**config.mk**
```make
export PLATFORM = sky130hd
export DESIGN_NAME = hdh_front
export DESIGN_NICKNAME = d
export VERILOG_FILES = /design/src/assert_macros.svh /design/src/hdh_pkg.sv /design/src/hdh_front.sv
export SDC_FILE = /design/constraint.sdc
export NUM_CORES = 2
export LEC_CHECK = 0
export BUFFER_PORTS_ARGS = -buffer_cell sky130_fd_sc_hd__buf_2
export CAP_MARGIN = 20
export CELL_PAD_IN_SITES_DETAIL_PLACEMENT = 1
export CELL_PAD_IN_SITES_GLOBAL_PLACEMENT = 2
export CORE_UTILIZATION = 42
export CTS_CLUSTER_SIZE = 12
export DETAILED_ROUTE_END_ITERATION = 16
export GPL_ROUTABILITY_DRIVEN = 1
export PLACE_DENSITY = 0.85
export SYNTH_ARGS = -nofsm -noshare
export SYNTH_HDL_FRONTEND = slang
export SYNTH_SLANG_ARGS = --single-unit
```
**constraint.sdc**
```tcl
create_clock -name clk -period 9.3 [get_ports clk]
set_input_delay 0.93 -clock clk [delete_from_list [all_inputs] [get_ports clk]]
set_output_delay 0.93 -clock clk [all_outputs]
set_load 0.05 [all_outputs]
```
**src/assert_macros.svh**
```systemverilog
// ---------------------------------------------------------------------------
// Assertion macros
// Clocked assertions on clk with rst_n low disabling the check.
// ---------------------------------------------------------------------------
`ifndef ASSERT_MACROS_SVH
`define ASSERT_MACROS_SVH
`ifndef SYNTHESIS
`define HDH_ASSERT(lbl, prop, msg) \
  lbl: assert property (@(posedge clk) disable iff (!rst_n) (prop)) else $error(msg);
`define HDH_ASSERT_NEXT(lbl, ante, cons, msg) \
  lbl: assert property (@(posedge clk) disable iff (!rst_n) (ante) |=> (cons)) else $error(msg);
`else
`define HDH_ASSERT(lbl, prop, msg)
`define HDH_ASSERT_NEXT(lbl, ante, cons, msg)
`endif
`endif

```
**src/hdh_pkg.sv**
```systemverilog
`timescale 1ns / 1ps
// ---------------------------------------------------------------------------
// Height difference histogram package
// Shared constants, command and register codes, queue item and state types.
// ---------------------------------------------------------------------------
package hdh_pkg;

  localparam int BINS_DEFAULT = 256;
  localparam int QUEUE_DEPTH  = 4;
  localparam int QCNT_W       = $clog2(QUEUE_DEPTH + 1);

  localparam logic [1:0] CMD_SAMPLE = 2'd0;
  localparam logic [1:0] CMD_CLEAR  = 2'd1;
  localparam logic [1:0] CMD_READ   = 2'd2;

  localparam logic [1:0] REG_BIN_COUNT   = 2'd0;
  localparam logic [1:0] REG_ZERO_HEIGHT = 2'd1;
  localparam logic [1:0] REG_BIN_SCALE   = 2'd2;

  localparam logic [31:0] SCALE_RESET = 32'h0001_0000;
  localparam logic [31:0] COUNT_MAX   = 32'hFFFF_FFFF;

  typedef enum logic [1:0] {
    OP_SAMPLE,
    OP_CLEAR,
    OP_READ,
    OP_NOP
  } hdh_op_t;

  typedef struct packed {
    hdh_op_t    op;
    logic       ignored;
    logic       zero_count;
    logic [7:0] res_bin;
  } hdh_ctl_t;

  typedef enum logic [1:0] {
    BK_INIT,
    BK_RUN,
    BK_CLEAR
  } hdh_bk_state_t;

endpackage

```
**src/hdh_front.sv**
```systemverilog
`timescale 1ns / 1ps
// ---------------------------------------------------------------------------
// Histogram front end
// Holds the configuration registers, takes items, forms the height
// difference, scales and rounds it, clamps the bin and queues the item.
// ---------------------------------------------------------------------------
module hdh_front #(
  parameter int BINS = hdh_pkg::BINS_DEFAULT
) (
  input  logic                      clk,
  input  logic                      rst_n,
  input  logic                      accept,
  input  logic [1:0]                in_command,
  input  logic signed [31:0]        in_top_height,
  input  logic signed [31:0]        in_bottom_height,
  input  logic [7:0]                in_read_bin,
  input  logic                      cfg_we,
  input  logic [1:0]                cfg_index,
  input  logic [31:0]               cfg_wdata,
  input  logic [hdh_pkg::QCNT_W-1:0] q_count,
  output logic                      full,
  output logic                      push,
  output hdh_pkg::hdh_ctl_t         push_ctl,
  output logic [$clog2(BINS)-1:0]   push_addr
);
  import hdh_pkg::*;

  localparam int AW = $clog2(BINS);
  localparam int CW = (AW + 1 > 9) ? AW + 1 : 9;

  logic [8:0]         bin_count_r;
  logic signed [31:0] zero_height_r;
  logic [31:0]        bin_scale_r;

  always_ff @(posedge clk) begin
    if (!rst_n) begin
      bin_count_r   <= '0;
      zero_height_r <= '0;
      bin_scale_r   <= SCALE_RESET;
    end else if (cfg_we) begin
      unique case (cfg_index)
        REG_BIN_COUNT:   bin_count_r   <= cfg_wdata[8:0];
        REG_ZERO_HEIGHT: zero_height_r <= cfg_wdata;
        REG_BIN_SCALE:   bin_scale_r   <= cfg_wdata;
        default: ;
      endcase
    end
  end

  // stage 1: difference and bins in use
  logic              v1_r, v1_nxt;
  logic [1:0]        cmd1_r;
  logic signed [34:0] d1_r, d1_nxt;
  logic [7:0]        rb1_r;
  logic              ign1_r, ign1_nxt;
  logic [AW-1:0]     last1_r, last1_nxt;
  logic [CW-1:0]     n_bins;

  // stage 2: partial products and classification
  logic              v2_r;
  hdh_op_t           op2_r, op2_nxt;
  logic              ign2_r, ign2_nxt;
  logic              neg2_r;
  logic [49:0]       hi2_r, hi2_nxt;
  logic [49:0]       lo2_r, lo2_nxt;
  logic [AW-1:0]     last2_r;
  logic [AW-1:0]     raddr2_r, raddr2_nxt;
  logic              zc2_r, zc2_nxt;
  logic [7:0]        rb2_r;
  logic [31:0]       rb32;

  logic [QCNT_W:0]   credit_use;
  logic [66:0]       total;
  logic [34:0]       q_bin;
  logic [34:0]       q_last;
  logic [AW-1:0]     k_bin;
  logic [31:0]       k32;

  always_comb begin
    credit_use = (QCNT_W + 1)'(q_count) + (QCNT_W + 1)'(v1_r) + (QCNT_W + 1)'(v2_r);
    full       = credit_use >= (QCNT_W + 1)'(QUEUE_DEPTH);
  end

  always_comb begin
    n_bins    = (CW'(bin_count_r) > CW'(BINS)) ? CW'(BINS) : CW'(bin_count_r);
    ign1_nxt  = n_bins < CW'(2);
    last1_nxt = AW'(n_bins - CW'(1));
    d1_nxt    = {{3{in_top_height[31]}}, in_top_height}
              - {{3{in_bottom_height[31]}}, in_bottom_height}
              - {{3{zero_height_r[31]}}, zero_height_r};
    v1_nxt    = accept;
  end

  always_ff @(posedge clk) begin
    if (!rst_n) begin
      v1_r <= 1'b0;
    end else begin
      v1_r <= v1_nxt;
    end
  end

  always_ff @(posedge clk) begin
    if (accept) begin
      cmd1_r  <= in_command;
      d1_r    <= d1_nxt;
      rb1_r   <= in_read_bin;
      ign1_r  <= ign1_nxt;
      last1_r <= last1_nxt;
    end
  end

  always_comb begin
    hi2_nxt    = {16'b0, d1_r[33:0]} * {34'b0, bin_scale_r[31:16]};
    lo2_nxt    = {16'b0, d1_r[33:0]} * {34'b0, bin_scale_r[15:0]};
    rb32       = {24'b0, rb1_r};
    raddr2_nxt = rb32[AW-1:0];
    zc2_nxt    = rb32 >= 32'(BINS);
    ign2_nxt   = 1'b0;
    unique case (cmd1_r)
      CMD_SAMPLE: begin
        op2_nxt  = ign1_r ? OP_NOP : OP_SAMPLE;
        ign2_nxt = ign1_r;
      end
      CMD_CLEAR: op2_nxt = OP_CLEAR;
      CMD_READ:  op2_nxt = OP_READ;
      default:   op2_nxt = OP_NOP;
    endcase
  end

  always_ff @(posedge clk) begin
    if (!rst_n) begin
      v2_r <= 1'b0;
    end else begin
      v2_r <= v1_r;
    end
  end

  always_ff @(posedge clk) begin
    if (v1_r) begin
      op2_r    <= op2_nxt;
      ign2_r   <= ign2_nxt;
      neg2_r   <= d1_r[34];
      hi2_r    <= hi2_nxt;
      lo2_r    <= lo2_nxt;
      last2_r  <= last1_r;
      raddr2_r <= raddr2_nxt;
      zc2_r    <= zc2_nxt;
      rb2_r    <= rb1_r;
    end
  end

  // round half up, then clamp to the bins in use
  always_comb begin
    total  = {1'b0, hi2_r, 16'b0} + {17'b0, lo2_r} + 67'h0_8000_0000;
    q_bin  = total[66:32];
    q_last = 35'(last2_r);
    if (neg2_r) begin
      k_bin = '0;
    end else if (q_bin > q_last) begin
      k_bin = last2_r;
    end else begin
      k_bin = q_bin[AW-1:0];
    end
    k32 = 32'(k_bin);
  end

  always_comb begin
    push                = v2_r;
    push_ctl.op         = op2_r;
    push_ctl.ignored    = ign2_r;
    push_ctl.zero_count = 1'b0;
    push_ctl.res_bin    = '0;
    push_addr           = '0;
    unique case (op2_r)
      OP_SAMPLE: begin
        push_ctl.res_bin = k32[7:0];
        push_addr        = k_bin;
      end
      OP_READ: begin
        push_ctl.res_bin    = rb2_r;
        push_ctl.zero_count = zc2_r;
        push_addr           = raddr2_r;
      end
      default: ;
    endcase
  end

endmodule

```
Word level (Yosys, flattened, before mapping)
Index checks and enable logic that the tools add are counted.
{"block": "word_totals", "out_inout_bits": 22, "reg_bits": 249, "in_bits": 115, "wordCells": 47}
{"block": "classes", "reduce_logical": 6, "magnitude_cmp": 4, "mux": 6, "n_eq_ne": 5, "addsub": 7, "mul": 2}
{"op": "34-bit by 16-bit multiplier with 50-bit output", "count": 2}
{"op": "66-bit by 50-bit adder with 67-bit output", "count": 1}
{"op": "67-bit by 32-bit adder with 67-bit output (second input constant)", "count": 1}
{"op": "35-bit by 8-bit greater-than comparator with 1-bit output", "count": 1}
{"op": "33-bit by 32-bit subtractor with 34-bit output", "count": 1}
{"op": "32-bit by 32-bit subtractor with 33-bit output", "count": 1}
{"op": "8-bit two-way mux", "count": 2}
{"op": "8-bit one-hot mux with 2 select lines", "count": 1}
{"op": "9-bit greater-than comparator (second input constant)", "count": 1}
{"op": "9-bit by 2-bit less-than comparator with 1-bit output (second input constant)", "count": 1}
{"op": "9-bit two-way mux", "count": 1}
{"op": "8-bit by 1-bit subtractor with 8-bit output (second input constant)", "count": 1}
{"op": "2-bit equality test (second input constant)", "count": 3}
{"op": "2-bit zero test", "count": 3}
{"op": "2-bit one-hot mux with 3 select lines", "count": 1}
{"op": "2-bit AND reduction", "count": 3}
{"op": "3-bit by 1-bit adder with 4-bit output", "count": 1}
{"op": "4-bit by 1-bit adder with 4-bit output", "count": 1}
{"op": "2-bit by 1-bit equality test with 1-bit output (second input constant)", "count": 2}
{"op": "4-bit by 3-bit >= comparator with 1-bit output (second input constant)", "count": 1}
{"op": "2-bit two-way mux", "count": 1}

Longest topological paths before layout
{"block": "depth", "depth_word": 6, "ltp_mapped": 27, "mapped_depth_nobuf": 25}

Worst setup path after synthesis
OpenSTA, ideal clock, no wires.
{"block": "synth_timing", "path_type": "register -> register", "start": "reg bin_scale_r[17]", "end": "reg hi2_r[48], data pin", "path_buffers": 2, "stages_incl_launch_ff": 25, "arrival_time_ps": 6799, "required_ps": 9038, "setup_time_ps": 262, "period_less_slack_ps": 7061, "path_slack_ps": 2239, "cell_sequence": "dfxtp_1 > clkbuf_1 > clkbuf_1 > nand2_1 > fa_1 > fa_1 > fa_1 > inv_1 > fa_1 > fa_1 > inv_1 > fa_1 > inv_1 > ha_1 > a21o_1 > a21o_1 > a211oi_1 > o21ai_0 > a31oi_1 > o21ai_0 > a311oi_1 > o21ai_0 > a2111oi_0 > o21bai_1 > xor2_1"}
{"block": "synth_via", "elab_chain_len": 1}
{"element": "start: declaration", "line_no": "hdh_front.sv:33", "source": "logic [31:0] bin_scale_r;"}
{"element": "start signal: assignment", "line_no": "hdh_front.sv:44", "source": "REG_BIN_SCALE: bin_scale_r <= cfg_wdata;"}
{"element": "34-bit by 16-bit multiplier with 50-bit output", "line_no": "hdh_front.sv:113", "source": "hi2_nxt = {16'b0, d1_r[33:0]} * {34'b0, bin_scale_r[31:16]};"}
{"element": "named net hi2_nxt[48]", "line_no": "hdh_front.sv:64", "source": "logic [49:0] hi2_r, hi2_nxt;"}
{"element": "end signal: assignment", "line_no": "hdh_front.sv:143", "source": "hi2_r <= hi2_nxt;"}
{"element": "end: declaration", "line_no": "hdh_front.sv:64"}
The timed path passes the listed nets, and every way through them passes these cells.
A chain may end at the register's enable or synchronous reset.

Worst setup path in the final report
{"block": "layout_timing", "start": "reg bin_scale_r[18]", "end": "reg hi2_r[48], data pin"}
Same word-level chain as after synthesis.

==> key figures <==
Synth
  – Multiplexer share of the synthesized area: 0.514%
  – Post-Synth Adder-Cell Area: 49.5%
  – EDFF count, synth: 157
  – Post-Synth XOR/XNOR Area: 2.25%
  – Asr flop ratio synth: 0%
  – Mapped Nets: 6441
  – Most used DFF post-synth: edfxtp_1
  – Syn_area_per_cell: 9.16 um2
  – Post-synthesis cell count: 5051
  – Synthesized flop and latch total: 232
  – Simple-gate portion of the synthesized area: 16.5%
  – Largest family of logic cells by synthesized area: adder cells
  – Cell area after synthesis: 46200 um2
  – Compound-Gate Fraction of Synth Area: 7.20%
  – Register area share after synthesis: 13.4%
  – Netlist cell types: 70
  – Yosys warnings: 0

Worst setup path
  – Largest stage delay on the critical path: 1.05 ns
  – Highest net fanout along the worst path: 22
  – RR Endpoint: hi2_r[48]
  – CP Capture Type: flip-flop
  – Cell mode on critical path: fa_1
  – Startpoint type of the worst setup path: flip-flop
  – Arr. time, crit path: 8.95 ns
  – Critical-path top delay cell: dfxtp_1
  – Crit path from: bin_scale_r[18]
  – CP top delay family: adder cells
  – Buf+Inv Stages, Crit Path: 4
  – FF-to-FF path depth: 22
  – Critical Path, Cell by Cell: buf_4, nand2_1, fa_1, fa_1, fa_1, inv_1, fa_1, fa_1, inv_1, fa_1, inv_1, ha_1, nand3_1, nor2_1, a221o_1, a31oi_1, o21ai_0, a311oi_1, o21ai_0, a2111oi_0, o21bai_1, xor2_1
  – Critical path data required time: 9.65 ns
  – Reg2reg start: bin_scale_r[18]
  – Setup CP Type: reg -> reg
  – Flop-to-flop setup slack: 0.69 ns
  – Worst setup endpoint: hi2_r[48]
  – Critical path depth: 22

Route
  – DRC: 0
  – Pre-antenna DRT Iters: 5
  – Vias/cell: 5.27
  – Final wirelength: 143 mm
  – Drt wl/cell: 22.1 um
  – Initial DRC count: 1778
  – Post-route ant nets: 0
  – Vias after detailed routing: 34.2k

Floorplanning
  – Die area: 111000 um2
  – Core Region: 109000 um2
  – Die W: 334 um
  – # rows: 121
  – Die height: 334 um
  – Initial Util: 42.4%
  – Ports: 137

Layout
  – Layout Nets: 6435
  – Final instance area: 49500 um2
  – Post-layout util: 45.4%
  – Final non-filler cell total: 6485
  – Share of cells above drive strength 1: 6.29%
  – Area delta synth->final: 6.97%

Clocking
  – Setup Buffers After CTS: 0
  – CTS clk-pin slew, worst paths: 0.07 ns
  – Htree depth: 1
  – Num CTS Buffers: 29
  – Buffer depth of the longest clock path: 3
  – Hold Buf Count CTS: 0
  – CTS tree: done
  – Worst-Skew Late Latency: 0.61 ns
  – Cts repair resizes: 0
  – Clk root buf: clkbuf_16
  – CTS Sinks: 232

Timing
  – Least-Margin Pin Slew: 1.11 ns
  – RSZ-0062 raised after global routing: false
  – Fin crit share: 92.5%
  – Slew headroom: 25.9%
  – Final min period: 8.61 ns
  – Final setup violation count: 0
  – Worst Skew: 0.0345 ns
  – Highest clock rate: 116 MHz
  – Setup TNS: 0 ns
  – Slew Limit Fails: 0
  – Final hold violation count: 0
  – Worst setup margin: 0.695 ns

Global route
  – Initial antenna violation count: 7
  – First-pass GRT wire length: 224 mm
  – Vias in the first global route: 38.4k
  – Total track usage: 26.4%
  – GRT overflow: 0
  – Largest net degree at the start of global routing: 76

Placement
  – Placed cell area: 48400 um2
  – Inst Count DP: 6428
  – Setup WS pre-CTS: 0.778 ns
  – HPWL Detailed: 118 mm
  – I/O Buffers: 135
  – GP Congestion: 0.885

Power and ir drop
  – Peak VDD IR: 145 uV
  – Power per cell area: 164 nW/um2
  – Pleak: 23.3 nW

Run status
  – Status: finished, final reports clean

Worst hold path
  – HP Class: reg -> reg

Run
  – Max cap viols: 0
-- power by group --
| part | internal (mW) | switching [mW] | total, mW |
|---|---|---|---|
| clock | 0.745 | 0.523 | 1.27 |
| sequential | 1.39 | 0.248 | 1.64 |
| combinational | 1.82 | 3.38 | 5.21 |
| total | 3.96 | 4.16 | 8.11 |
-- Yosys cell counts (71+ instances only) --
cell      instances  area, um2
inv_1          1015       3810
fa_1            923      18500
nand2_1         849       3190
and2_1          455       2850
ha_1            352       4400
clkbuf_1        262        983
edfxtp_1        157       4710
a21oi_1         138        691
nor2_1           90        338
o21ai_0          82        410
xnor2_1          82        718
dfxtp_1          75       1500
a21o_1           71        533
-- through the flow --
stage / power (mW) / hold WS (ns)
2_1_floorplan: 4.90 / 0.400
3_3_place_gp: 6.72 / 0.401
3_5_place_dp: 6.86 / 0.406
4_1_cts: 8.19 / 0.415
5_1_grt: 8.72 / 0.417
6_report: 8.11 / 0.411
-- state kept, by name (all words and copies together), names as in the netlist, 2 cells and up --
register	flops
hi2_r	50
d1_r	34
lo2_r	34
bin_scale_r	32
zero_height_r	32
bin_count_r	9
last1_r	8
last2_r	8
raddr2_nxt	8
rb2_r	8
cmd1_r	2
op2_r	2
-- how the worst min path moves through the flow --
stage | start | endpoint | slack (ns) | cells past startpoint
after global placement | raddr2_nxt[7] | rb2_r[7] | 0.40 | 0
final | last1_r[5] | last2_r[5] | 0.41 | 0
after global routing | last1_r[5] | last2_r[5] | 0.42 | 0
after floorplan | last1_r[0] | last2_r[0] | 0.40 | 0
after detailed placement | raddr2_nxt[5] | rb2_r[5] | 0.41 | 0
after CTS | last1_r[5] | last2_r[5] | 0.41 | 0
-- per-layer routing --
metal | track usage [%] | routed length [um]
met1 | 32.5 | 58400
met2 | 45.1 | 69500
met3 | 4.67 | 7990
met4 | 11.5 | 7300
met5 | 0 | 23
-- placed cells by master (no fill, tap or decap), types with 7 or more instances in the layout --
master	netlist	layout
a211oi_1	11	11
xnor2_1	82	82
inv_1	1015	1015
and3_1	18	18
clkbuf_16	0	29
and2_1	455	455
o21ai_0	82	82
a21oi_1	138	138
nand2_1	849	849
clkinv_2	0	7
o211ai_1	9	9
or3_1	9	9
buf_2	1	135
a31oi_1	11	11
xor2_1	37	37
mux2i_1	20	20
o21ai_1	11	11
fa_1	923	923
nor3_1	34	34
nor4_1	8	8
dfxtp_2	0	8
edfxtp_1	157	157
o21a_1	17	17
buf_4	10	103
dfxtp_1	75	66
nor2b_1	23	23
ha_1	352	352
nor2_1	90	90
a21o_1	71	71
nand4_1	32	32
nand3_1	38	38
a21boi_0	69	69
o21bai_1	22	22
nand2b_1	19	19
-- layout make-up --
| class | count | area (um2) |
|---|---|---|
| well taps | 1414 | 1770 |
| clock inverters | 22 | 269 |
| fillers | 12700 | 59500 |
| repair buffers | 240 | 1490 |
| inverters | 1016 | 3810 |
| diodes | 3 | 7.51 |
| flip-flops and latches | 232 | 6230 |
| clock buffers | 32 | 747 |
| multi-input cells | 3526 | 35100 |
-- worst register-to-register path: stages, from the launching register on --
cell       delay [ns]
dfxtp_1          1.05
buf_4            0.37
nand2_1          0.11
fa_1             0.52
fa_1             0.53
fa_1             0.52
inv_1            0.06
fa_1             0.52
fa_1             0.51
inv_1            0.06
fa_1             0.51
inv_1            0.06
ha_1             0.35
nand3_1          0.17
nor2_1           0.08
a221o_1          0.29
a31oi_1          0.50
o21ai_0          0.34
a311oi_1         0.62
o21ai_0          0.38
a2111oi_0        0.53
o21bai_1         0.13
xor2_1           0.15
-- cell families after synthesis --
kind of cell             count (synthesis)
AO/OA/AOI/OAI                          506
XOR/XNOR                               119
adder cells (fa/ha/maj)               1275
buffers and inverters                 1293
flip-flops                             232
multiplexers                            23
other                                    1
AND/OR/NAND/NOR                       1602
Power figures use the tool's default switching activity.
