<file path="config.mk">
export PLATFORM = sky130hd
export DESIGN_NAME = hdh_queue
export DESIGN_NICKNAME = d
export VERILOG_FILES = /design/src/hdh_pkg.sv /design/src/hdh_queue.sv
export VERILOG_INCLUDE_DIRS = /design/src /design/src/src
export SDC_FILE = /design/constraint.sdc
export NUM_CORES = 1
export LEC_CHECK = 0
export ABC_AREA = 1
export BUFFER_PORTS_ARGS = -buffer_cell sky130_fd_sc_hd__clkbuf_2
export CORE_MARGIN = 4
export CORE_UTILIZATION = 31
export CTS_CLUSTER_DIAMETER = 30
export DETAILED_ROUTE_END_ITERATION = 6
export PLACE_DENSITY = 0.53
export SYNTH_ARGS = -nofsm -noshare
export SYNTH_HDL_FRONTEND = slang
export SYNTH_SLANG_ARGS = --single-unit
</file>
<file path="constraint.sdc">
create_clock -name clk -period 2.05 [get_ports clk]
set_input_delay 0.205 -clock clk [delete_from_list [all_inputs] [get_ports clk]]
set_output_delay 0.205 -clock clk [all_outputs]
set_load 0.01 [all_outputs]
</file>
<file path="src/assert_macros.svh">
// ---------------------------------------------------------------------------
// Assertion macros
// Clocked assertions on clk with rst_n low disabling the check.
// ---------------------------------------------------------------------------
`ifndef ASSERT_MACROS_SVH
`define ASSERT_MACROS_SVH
`ifndef SYNTHESIS
`define HDH_ASSERT(lbl, prop, msg) \
  lbl: assert property (@(posedge clk) disable iff (!rst_n) (prop)) else $error(msg);
`define HDH_ASSERT_NEXT(lbl, ante, cons, msg) \
  lbl: assert property (@(posedge clk) disable iff (!rst_n) (ante) |=> (cons)) else $error(msg);
`else
`define HDH_ASSERT(lbl, prop, msg)
`define HDH_ASSERT_NEXT(lbl, ante, cons, msg)
`endif
`endif

</file>
<file path="src/hdh_pkg.sv">
`timescale 1ns / 1ps
// ---------------------------------------------------------------------------
// Height difference histogram package
// Shared constants, command and register codes, queue item and state types.
// ---------------------------------------------------------------------------
package hdh_pkg;

  localparam int BINS_DEFAULT = 256;
  localparam int QUEUE_DEPTH  = 4;
  localparam int QCNT_W       = $clog2(QUEUE_DEPTH + 1);

  localparam logic [1:0] CMD_SAMPLE = 2'd0;
  localparam logic [1:0] CMD_CLEAR  = 2'd1;
  localparam logic [1:0] CMD_READ   = 2'd2;

  localparam logic [1:0] REG_BIN_COUNT   = 2'd0;
  localparam logic [1:0] REG_ZERO_HEIGHT = 2'd1;
  localparam logic [1:0] REG_BIN_SCALE   = 2'd2;

  localparam logic [31:0] SCALE_RESET = 32'h0001_0000;
  localparam logic [31:0] COUNT_MAX   = 32'hFFFF_FFFF;

  typedef enum logic [1:0] {
    OP_SAMPLE,
    OP_CLEAR,
    OP_READ,
    OP_NOP
  } hdh_op_t;

  typedef struct packed {
    hdh_op_t    op;
    logic       ignored;
    logic       zero_count;
    logic [7:0] res_bin;
  } hdh_ctl_t;

  typedef enum logic [1:0] {
    BK_INIT,
    BK_RUN,
    BK_CLEAR
  } hdh_bk_state_t;

endpackage

</file>
<file path="src/hdh_queue.sv">
`timescale 1ns / 1ps
// ---------------------------------------------------------------------------
// Histogram item queue
// Short first-in first-out buffer between the front and back ends.
// ---------------------------------------------------------------------------
`include "assert_macros.svh"
module hdh_queue #(
  parameter int W = 1
) (
  input  logic                       clk,
  input  logic                       rst_n,
  input  logic                       push,
  input  logic [W-1:0]               push_data,
  input  logic                       pop,
  output logic [W-1:0]               pop_data,
  output logic                       empty,
  output logic [hdh_pkg::QCNT_W-1:0] count
);
  import hdh_pkg::*;

  localparam int PTR_W = $clog2(QUEUE_DEPTH);

  logic [W-1:0]      slot_r [QUEUE_DEPTH];
  logic [PTR_W-1:0]  wr_ptr_r, wr_ptr_nxt;
  logic [PTR_W-1:0]  rd_ptr_r, rd_ptr_nxt;
  logic [QCNT_W-1:0] count_r, count_nxt;

  always_comb begin
    wr_ptr_nxt = push ? wr_ptr_r + PTR_W'(1) : wr_ptr_r;
    rd_ptr_nxt = pop ? rd_ptr_r + PTR_W'(1) : rd_ptr_r;
    count_nxt  = count_r + QCNT_W'(push) - QCNT_W'(pop);
  end

  always_ff @(posedge clk) begin
    if (!rst_n) begin
      wr_ptr_r <= '0;
      rd_ptr_r <= '0;
      count_r  <= '0;
    end else begin
      wr_ptr_r <= wr_ptr_nxt;
      rd_ptr_r <= rd_ptr_nxt;
      count_r  <= count_nxt;
    end
  end

  always_ff @(posedge clk) begin
    if (push) begin
      slot_r[wr_ptr_r] <= push_data;
    end
  end

  assign pop_data = slot_r[rd_ptr_r];
  assign empty    = count_r == '0;
  assign count    = count_r;

  `HDH_ASSERT(a_no_overflow, !(push && !pop && count_r == QCNT_W'(QUEUE_DEPTH)), "queue overflow")
  `HDH_ASSERT(a_no_underflow, !(pop && count_r == '0), "queue underflow")

endmodule

</file>
# --- Word level (Yosys, flattened, before mapping) ---
# Memories as Yosys holds them, arrays and structs flattened. A register that Yosys moved wholly into a read port is not among the register bits.
# Index checks and enable logic that the tools add are counted.
word_totals:
  reg_bits: 7
  n_memories: 1
  ramBits: 4
  in_bits: 5
  out_inout_bits: 5
mem_list:
  columns: ["name", "words", "width", "read_ports", "rd_clocked_by_memory_dff", "write_ports", "line_no", "rtl"]
  rows:
  - ["slot_r", 4, 1, 1, 1, 1, "hdh_queue.sv:23", "logic [W-1:0] slot_r [QUEUE_DEPTH];"]
classes:
  reduce_logical: 1
  addsub: 4
  mux: 4
ops:
  columns: ["operator", "count"]
  rows:
  - ["2-bit by 1-bit adder with 2-bit output, second input constant", 2]
  - ["2-bit 2-to-1 mux", 2]
  - ["3-bit by 1-bit adder with 3-bit output", 1]
  - ["3-bit logical NOT", 1]
  - ["3-bit by 1-bit subtractor with 3-bit output", 1]
  - ["1-bit 2-to-1 mux", 2]

# --- Logic depth before layout (Yosys ltp) ---
# Gate-level depths: netlist (run 1).
depth:
  word_depth: 3
  ltp_mapped: 8
  mapped_depth_nobuf: 8

# --- Worst setup path after synthesis (run 1) ---
# No wires, ideal clock.
synth_timing:
  path_type: "register to register"
  startpoint: "reg count_r[0] (netlist: count[0])"
  endpoint: "reg count_r[2] (netlist: count[2])"
  path_slack_ns: 0.467
  n_path_buf: 0
  stages_incl_launch_ff: 9
  t_arrival_ns: 1.517
  synth_period_minus_slack_ns: 1.583
  path_cell_list: "dfxtp_1 -> inv_1 -> ha_1 -> inv_1 -> ha_1 -> fa_1 -> inv_1 -> nand3_2 -> a21oi_2"
synth_via:
  elab_chain_cells: 2
synth_rtl:
  columns: ["item", "line_no", "rtl"]
  rows:
  - ["start, declared", "hdh_queue.sv:26", "logic [QCNT_W-1:0] count_r, count_nxt;"]
  - ["start signal, assigned", "hdh_queue.sv:42", "count_r <= count_nxt;"]
  - ["3-bit by 1-bit adder with 3-bit output", "hdh_queue.sv:31", "count_nxt = count_r + QCNT_W'(push) - QCNT_W'(pop);"]
  - ["3-bit by 1-bit subtractor with 3-bit output", "hdh_queue.sv:31", null]
# No other way between the ends.
# A chain may end at the register's enable or synchronous reset.

# --- Worst setup path in the final report (run 1) ---
# Ends and elaborated chain as after synthesis.

==> metrics.csv, run 1 <==
stage;metric;value;unit
critical_path;worst-path maximum fanout;3;
final_layout;FILL cells;181;
final_layout;most frequent cells in the layout;16 x inv_1, 11 x nand2_1, 9 x dfxtp_1, 9 x clkbuf_2, 6 x ha_1;
synthesis;Synth Area in XOR/XNOR;0;
detailed_routing;wire length per cell;8.18;µm
final_layout;fin nets;93;
timing;Final Skew;3.84;ps
detailed_routing;drt via density;4.00;
synthesis;top cells by area, synth;dfxtp_1 30%, edfxtp_1 20%, ha_1 13%;
place;IO buf count;9;
critical_path;Worst Path Required;2260;ps
final_layout;antenna diode count;0;
power;Max IR drop VDD;0.366;mV
clocking;clk sinks;13;
critical_path;CP Class;reg2reg;
global_routing;Tot GR Track Use;0.0800;
detailed_routing;vias after detailed routing;420;
synthesis;largest family of logic cells by synthesized area;adder cells;
critical_path;Largest stage delay, worst path;400;ps
power;Pwr Total;0.000620;W
global_routing;grt total ovfl;0;
power;Internal;0.000433;W
synthesis;proportion of synthesized area in mux cells;0;
power;leakage;0.373;nW
job;Max-cap violations;0;
detailed_routing;drc violations;0;
critical_path;crit path cell chain;inv_1 > ha_1 > inv_1 > ha_1 > fa_1 > inv_1 > nand3_2 > a21oi_2;
global_routing;first-pass GRT wire length;1.44;mm
clocking;Clock Pin Slew Worst Setup and Hold Paths;80;ps
synthesis;Synth cell types;14;
timing;crit share post-route;0.794;
clocking;Clk Latency, worst-skew pair;270;ps
synthesis;Synth Register Bits;13;
final_layout;most common cell after layout, fill and taps aside;inv_1;
hold_path;worst hold-check path type;in2reg;
clocking;post-CTS sizing;0;
floorplanning;Site Rows;15;
timing;final hold violation count;0;
detailed_routing;post-route antenna net violation count;0;
floorplanning;die width;51.9;µm
detailed_routing;Initial DRC Count;3;
place;routability cong.;0.719;
place;HPWL Detailed;667;µm
power;power share of the clock group;0.244;
power;Comb pwr share;0.249;
timing;actual slew at the worst max-slew pin;148;ps
critical_path;most frequent CP cell;inv_1;
clocking;Clock Path Buffers;2;
clocking;Post-CTS Setup Inserts;0;
floorplanning;Die H;51.9;µm
timing;RSZ-0062 raised after global routing;no;
detailed_routing;Initial DRT Pass Iterations;3;
final_layout;area of the multi-input gates;226;µm²
final_layout;area delta synth->final;17.2;%
clocking;CTS tree;built;
critical_path;CP top delay family;adder cells;
global_routing;initial antenna violation count;0;
hold_path;HP Start;push_data;
power;NetSw;0.000187;W
critical_path;Critical Path Start;count[0];
synthesis;syn_nets;79;
clocking;CTS buffer count;3;
timing;total negative slack;0;ps
power;Sw Ratio;0.301;
floorplanning;I/O Pins;10;
critical_path;R2R Path Start;count[0];
synthesis;share of the yosys chip area belonging to registers;0.502;
critical_path;crit path DAT;1840;ps
synthesis;area fraction of the dominant cell type after synthesis;0.301;
global_routing;vias in the first global route;353;
critical_path;Critical Path Source Type;flop;
synthesis;Post-Synth Simple-Gate Area;0.113;
clocking;H-tree Lvls;1;
outcome;outcome;finished clean;
critical_path;Critical-path top delay cell;fa_1;
critical_path;Worst setup EP type;flop;
clocking;root buffer cell;clkbuf_4;
synthesis;cells after synthesis;67;
clocking;hold_buf cts;0;
synthesis;Synth Area per Inst;8.93;µm²
synthesis;leading area contributor after synthesis;dfxtp_1;
synthesis;post-synthesis adder-cell area fraction;0.159;
final_layout;storage element area;300;µm²
critical_path;WP buf/inv;3;
floorplanning;Die Area;2700;µm²
detailed_routing;Routed WL;859;µm
synthesis;Yosys warnings;0;
floorplanning;Core Area;1780;µm²
final_layout;share of post-route cells with drive strength above 1;0.213;
timing;slew margin rel.;0.901;
synthesis;Cell Area, Synth;598;µm²
timing;Slew Viols, Final;0;
timing;Finish-stage setup viols;0;
timing;crit path time final;1630;ps
timing;Max Fclk;614;MHz
floorplanning;Starting Density;0.335;
power;register share of total power;0.506;
power;P per Cell Area;885;nW/µm²
global_routing;largest net degree at the start of global routing;8;
synthesis;Compound-Gate Fraction of Synth Area;0.107;
cell type report:
class	count	area share
sequential	13	0.429
timing repair buffer	9	0.0643
inverter	19	0.102
clock buffer	4	0.0375
tap	25	0.0446
multi-input combinational	35	0.323
worst register-to-register path: stages, from the launching register on:
cell and delay (ps):
dfxtp_1 360, inv_1 50, ha_1 260, inv_1 40, ha_1 180, fa_1 400, inv_1 80, nand3_2 80
a21oi_2 120
worst paths after layout:
kind	to	slack, ps	depth (start not counted)
worst min register to register	rd_ptr_r[1]	450	1
worst max-delay path	count[2]	420	8
worst min-delay path	slot_r[1]	160	1
worst max register to register	count[2]	420	8
power by group through the flow:
stage | registers (W) | logic [W] | clock network [W]
2_1_floorplan | 0.000325 | 0.0000985 | 0
5_1_grt | 0.000321 | 0.000179 | 0.000178
4_1_cts | 0.000314 | 0.000157 | 0.000160
3_5_place_dp | 0.000320 | 0.000151 | 0
3_3_place_gp | 0.000320 | 0.000150 | 0
6_report | 0.000314 | 0.000155 | 0.000152
layer usage:
metal | global-route usage | part of all wire
met1 | 0.0743 | 0.39
met2 | 0.128 | 0.54
met3 | 0.0344 | 0.035
met4 | 0.0786 | 0.031
met5 | 0 | 0
stage by stage:
stage                      util  hold WS [ps]  worst slack [ps]  instances  area (µm²)
after floorplan               -           298               467         67         598
after global placement    0.378           425               485        101         674
after detailed placement  0.378           431               460        101         674
after CTS                 0.393           150               416        105         701
after global routing      0.393           139               328        105         701
final                     0.393           157               421        105         701
cells in the mapped netlist:
cell type and number:
a21oi_1 4, a21oi_2 1, dfxtp_1 9, edfxtp_1 4, fa_1 1, ha_1 6, inv_1 16, inv_2 3
nand2_1 11, nand3_2 1, nor2_1 3, nor3_1 1, o21ai_0 2, o21ai_1 5
kinds of logic after synthesis:
group                    count (synthesis)
AO/OA/AOI/OAI                           12
buffers and inverters                   19
adder cells (fa/ha/maj)                  7
AND/OR/NAND/NOR                         16
flip-flops                              13
(Power assumes the default switching activity.)
==> inputs of run 2 (changes only) <==
--- a/config.mk
+++ b/config.mk
@@ -6,7 +6,7 @@
 export SDC_FILE = /design/constraint.sdc
 export NUM_CORES = 1
 export LEC_CHECK = 0
-export ABC_AREA = 1
+export ABC_AREA = 0
 export BUFFER_PORTS_ARGS = -buffer_cell sky130_fd_sc_hd__clkbuf_2
 export CORE_MARGIN = 4
 export CORE_UTILIZATION = 31
==> constraint.sdc (replaced) <==
create_clock -name clk -period 1.5 [get_ports clk]
set_input_delay 0.15 -clock clk [delete_from_list [all_inputs] [get_ports clk]]
set_output_delay 0.15 -clock clk [all_outputs]
set_load 0.01 [all_outputs]
==> metrics.csv, run 2 <==
stage;metric;value;unit;change
outcome;outcome;complete, but fails checks;;
outcome;failing checks;negative setup slack;;
power;P per Cell Area;1240;nW/µm²;+40%
timing;WHS;106;ps;-51.1 ps
final_layout;Design Area, Final;728;µm²;+3.9%
synthesis;Cell Area, Synth;579;µm²;-3.1%
timing;crit path time final;1510;ps;-117 ps
critical_path;reg-to-reg slack, setup;-10;ps;-430 ps
synthesis;Yosys warnings;0;;unchanged
power;Max IR drop VDD;0.511;mV;+40%
power;Pwr Total;0.000905;W;+46%
detailed_routing;Initial DRC Count;2;;-1
synthesis;Post-synth EDFFs;4;;unchanged
synthesis;Synth Area per Inst;12.3;µm²;+38%
place;routability cong.;0.669;;-7.0%
floorplanning;Site Rows;15;;unchanged
final_layout;FILL cells;186;;+2.8%
synthesis;Synth cell types;15;;+1
floorplanning;Die H;51.2;µm;-1.3%
timing;crit share post-route;1.01;;+0.213
timing;slew margin rel.;0.857;;-0.0436
critical_path;Critical Path Start;count[0];;
global_routing;Tot GR Track Use;0.0879;;+0.00797
place;HPWL Detailed;672;µm;+0.74%
timing;Finish-stage setup viols;1;;+1
timing;final hold violation count;0;;unchanged
timing;Max Fclk;662;MHz;+7.8%
synthesis;Synth Register Bits;13;;unchanged
detailed_routing;drc violations;0;;unchanged
synthesis;syn_nets;59;;-25%
clocking;Clk Latency, worst-skew pair;270;ps;about the same
place;IO buf count;9;;unchanged
detailed_routing;Initial DRT Pass Iterations;4;;+1
global_routing;grt total ovfl;0;;unchanged
synthesis;share of the yosys chip area belonging to registers;0.518;;+0.0163
synthesis;top-count cell post-synth;dfxtp_1;;
critical_path;Critical Path End;count[1];;
critical_path;Worst setup EP type;flop;;
job;Max-cap violations;0;;unchanged
global_routing;largest net degree at the start of global routing;8;;unchanged
synthesis;leading area contributor after synthesis;dfxtp_1;;
floorplanning;Starting Density;0.332;;-0.00354
clocking;Clock Pin Slew Worst Setup and Hold Paths;80;ps;about the same
synthesis;top cells by area, synth;dfxtp_1 31%, edfxtp_1 21%, ha_1 13%;;
detailed_routing;vias after detailed routing;349;;-17%
critical_path;Critical Path Source Type;flop;;
timing;RSZ-0062 raised after global routing;yes;;
clocking;Post-CTS Setup Inserts;0;;unchanged
detailed_routing;Routed WL;904;µm;+5.2%
final_layout;area delta synth->final;25.7;%;
synthesis;cells after synthesis;47;;-30%
place;Setup WS pre-CTS;-23.1;ps;-483 ps
clocking;CTS tree;built;;
synthesis;area fraction of the dominant cell type after synthesis;0.311;;+0.00976
floorplanning;Die Area;2620;µm²;-2.7%
timing;setup ws final;-11.3;ps;-433 ps
critical_path;reg2reg path depth;6;;-2
clocking;root buffer cell;clkbuf_4;;
clocking;Clock Path Buffers;2;;unchanged
clocking;H-tree Lvls;1;;unchanged
power;leakage;0.314;nW;-16%
final_layout;most frequent cells in the layout;9 x clkbuf_2, 8 x dfxtp_1, 5 x inv_1, 5 x and2_1, 5 x nor2_1;;
synthesis;ys flop type;dfxtp_1;;
final_layout;antenna diode count;0;;unchanged
clocking;CTS buffer count;3;;unchanged
final_layout;share of post-route cells with drive strength above 1;0.371;;+0.158
detailed_routing;DR WL met2;497;µm;+7.3%
detailed_routing;wire length per cell;10.4;µm;+27%
final_layout;most common cell after layout, fill and taps aside;clkbuf_2;;
global_routing;first-pass GRT wire length;1.56;mm;+8.1%
floorplanning;Core Area;1750;µm²;-2.1%
timing;Slew Viols, Final;0;;unchanged
critical_path;CP Class;reg2reg;;
synthesis;ys async rst share;0;;unchanged
floorplanning;die width;51.2;µm;-1.3%
detailed_routing;routed length on met1;367;µm;+8.9%
hold_path;worst hold-check path type;in2reg;;
final_layout;fin nets;75;;-19%
critical_path;Worst Path Required;1720;ps;-540 ps
clocking;clk sinks;13;;unchanged
timing;Final Skew;1.45;ps;-2.39 ps
detailed_routing;DR top layer;met4;;
global_routing;initial antenna violation count;0;;unchanged
global_routing;vias in the first global route;355;;+0.57%
critical_path;R2R Path Start;count[0];;
detailed_routing;met3 WL;12;µm;-60%
critical_path;worst-path maximum fanout;2;;-1
detailed_routing;post-route antenna net violation count;0;;unchanged
critical_path;crit path DAT;1730;ps;-110 ps
synthesis;Synth top cells by count;9 x dfxtp_1, 7 x inv_1, 6 x and2_1, 6 x ha_1, 5 x nor2_1;;
place;Area after DPL;677;µm²;+0.37%
floorplanning;I/O Pins;10;;unchanged
critical_path;reg-to-reg endpoint;count[1];;
timing;actual slew at the worst max-slew pin;213;ps;+64.9 ps
detailed_routing;drt via density;4.01;;+0.29%
==> run 2: how the worst min path moves through the flow <==
stage | from | endpoint | slack, ps | cells after the start
final | push_data | slot_r[3] | 110 | 1
after global routing | push_data | slot_r[3] | 90 | 1
after CTS | push_data | slot_r[3] | 90 | 1
after detailed placement | push_data | slot_r[0] | 380 | 1
after global placement | push_data | slot_r[2] | 370 | 1
after floorplan | push_data | slot_r[0] | 250 | 0
==> run 2: layout make-up <==
class	count	area (µm²)	area share
Sequential cell	13	302	0.414
Timing Repair Buffer	11	60.1	0.0825
Multi-Input combinational cell	27	283	0.388
Clock buffer	4	26.3	0.0361
Inverter	7	26.3	0.0361
Tap cell	25	31.3	0.0430
==> run 2: power breakdown <==
group | internal [W] | switching [W] | total (W)
clock network | 0.000103 | 0.000110 | 0.000213
logic | 0.000148 | 0.000107 | 0.000254
registers | 0.000406 | 0.0000315 | 0.000438
total | 0.000657 | 0.000248 | 0.000905
==> run 2: metrics by stage <==
step / utilization / instances / TNS (ps)
after floorplan: - / 47 / -9.19
after global placement: 0.388 / 83 / 0
after detailed placement: 0.388 / 83 / -39.9
after CTS: 0.416 / 87 / -14.7
after global routing: 0.417 / 87 / -119
final: 0.417 / 87 / -11.3
==> run 2: logic make-up after synthesis <==
family / Yosys count / share of synthesized area
buffers and inverters: 7 / 0.0454
xor gates and xnor gates: 3 / 0.0713
DFF: 13 / 0.518
AOI/OAI and AO/OA: 2 / 0.0259
and+or+nand+nor: 13 / 0.119
adders and majority gates: 7 / 0.164
muxes: 2 / 0.0562
==> run 2: what timing repair did <==
action,4_1_cts,5_1_grt
hold buffers,0,0
endpoints found under the setup margin,2,2
hold endpoints to repair,0,0
pin swaps,4,3
resized for setup,4,1
==> run 2: per-layer routing <==
layer,GRT usage,vias up
li1,-,180
met1,0.0842,159
met2,0.144,6
met3,0.0262,4
met4,0.0917,0
met5,0,-
==> run 2: critical path, cell delays in order, from the launching register on <==
cell,delay (ps)
dfxtp_2,340
inv_2,40
ha_4,250
inv_2,40
ha_4,150
fa_2,510
and2_4,120
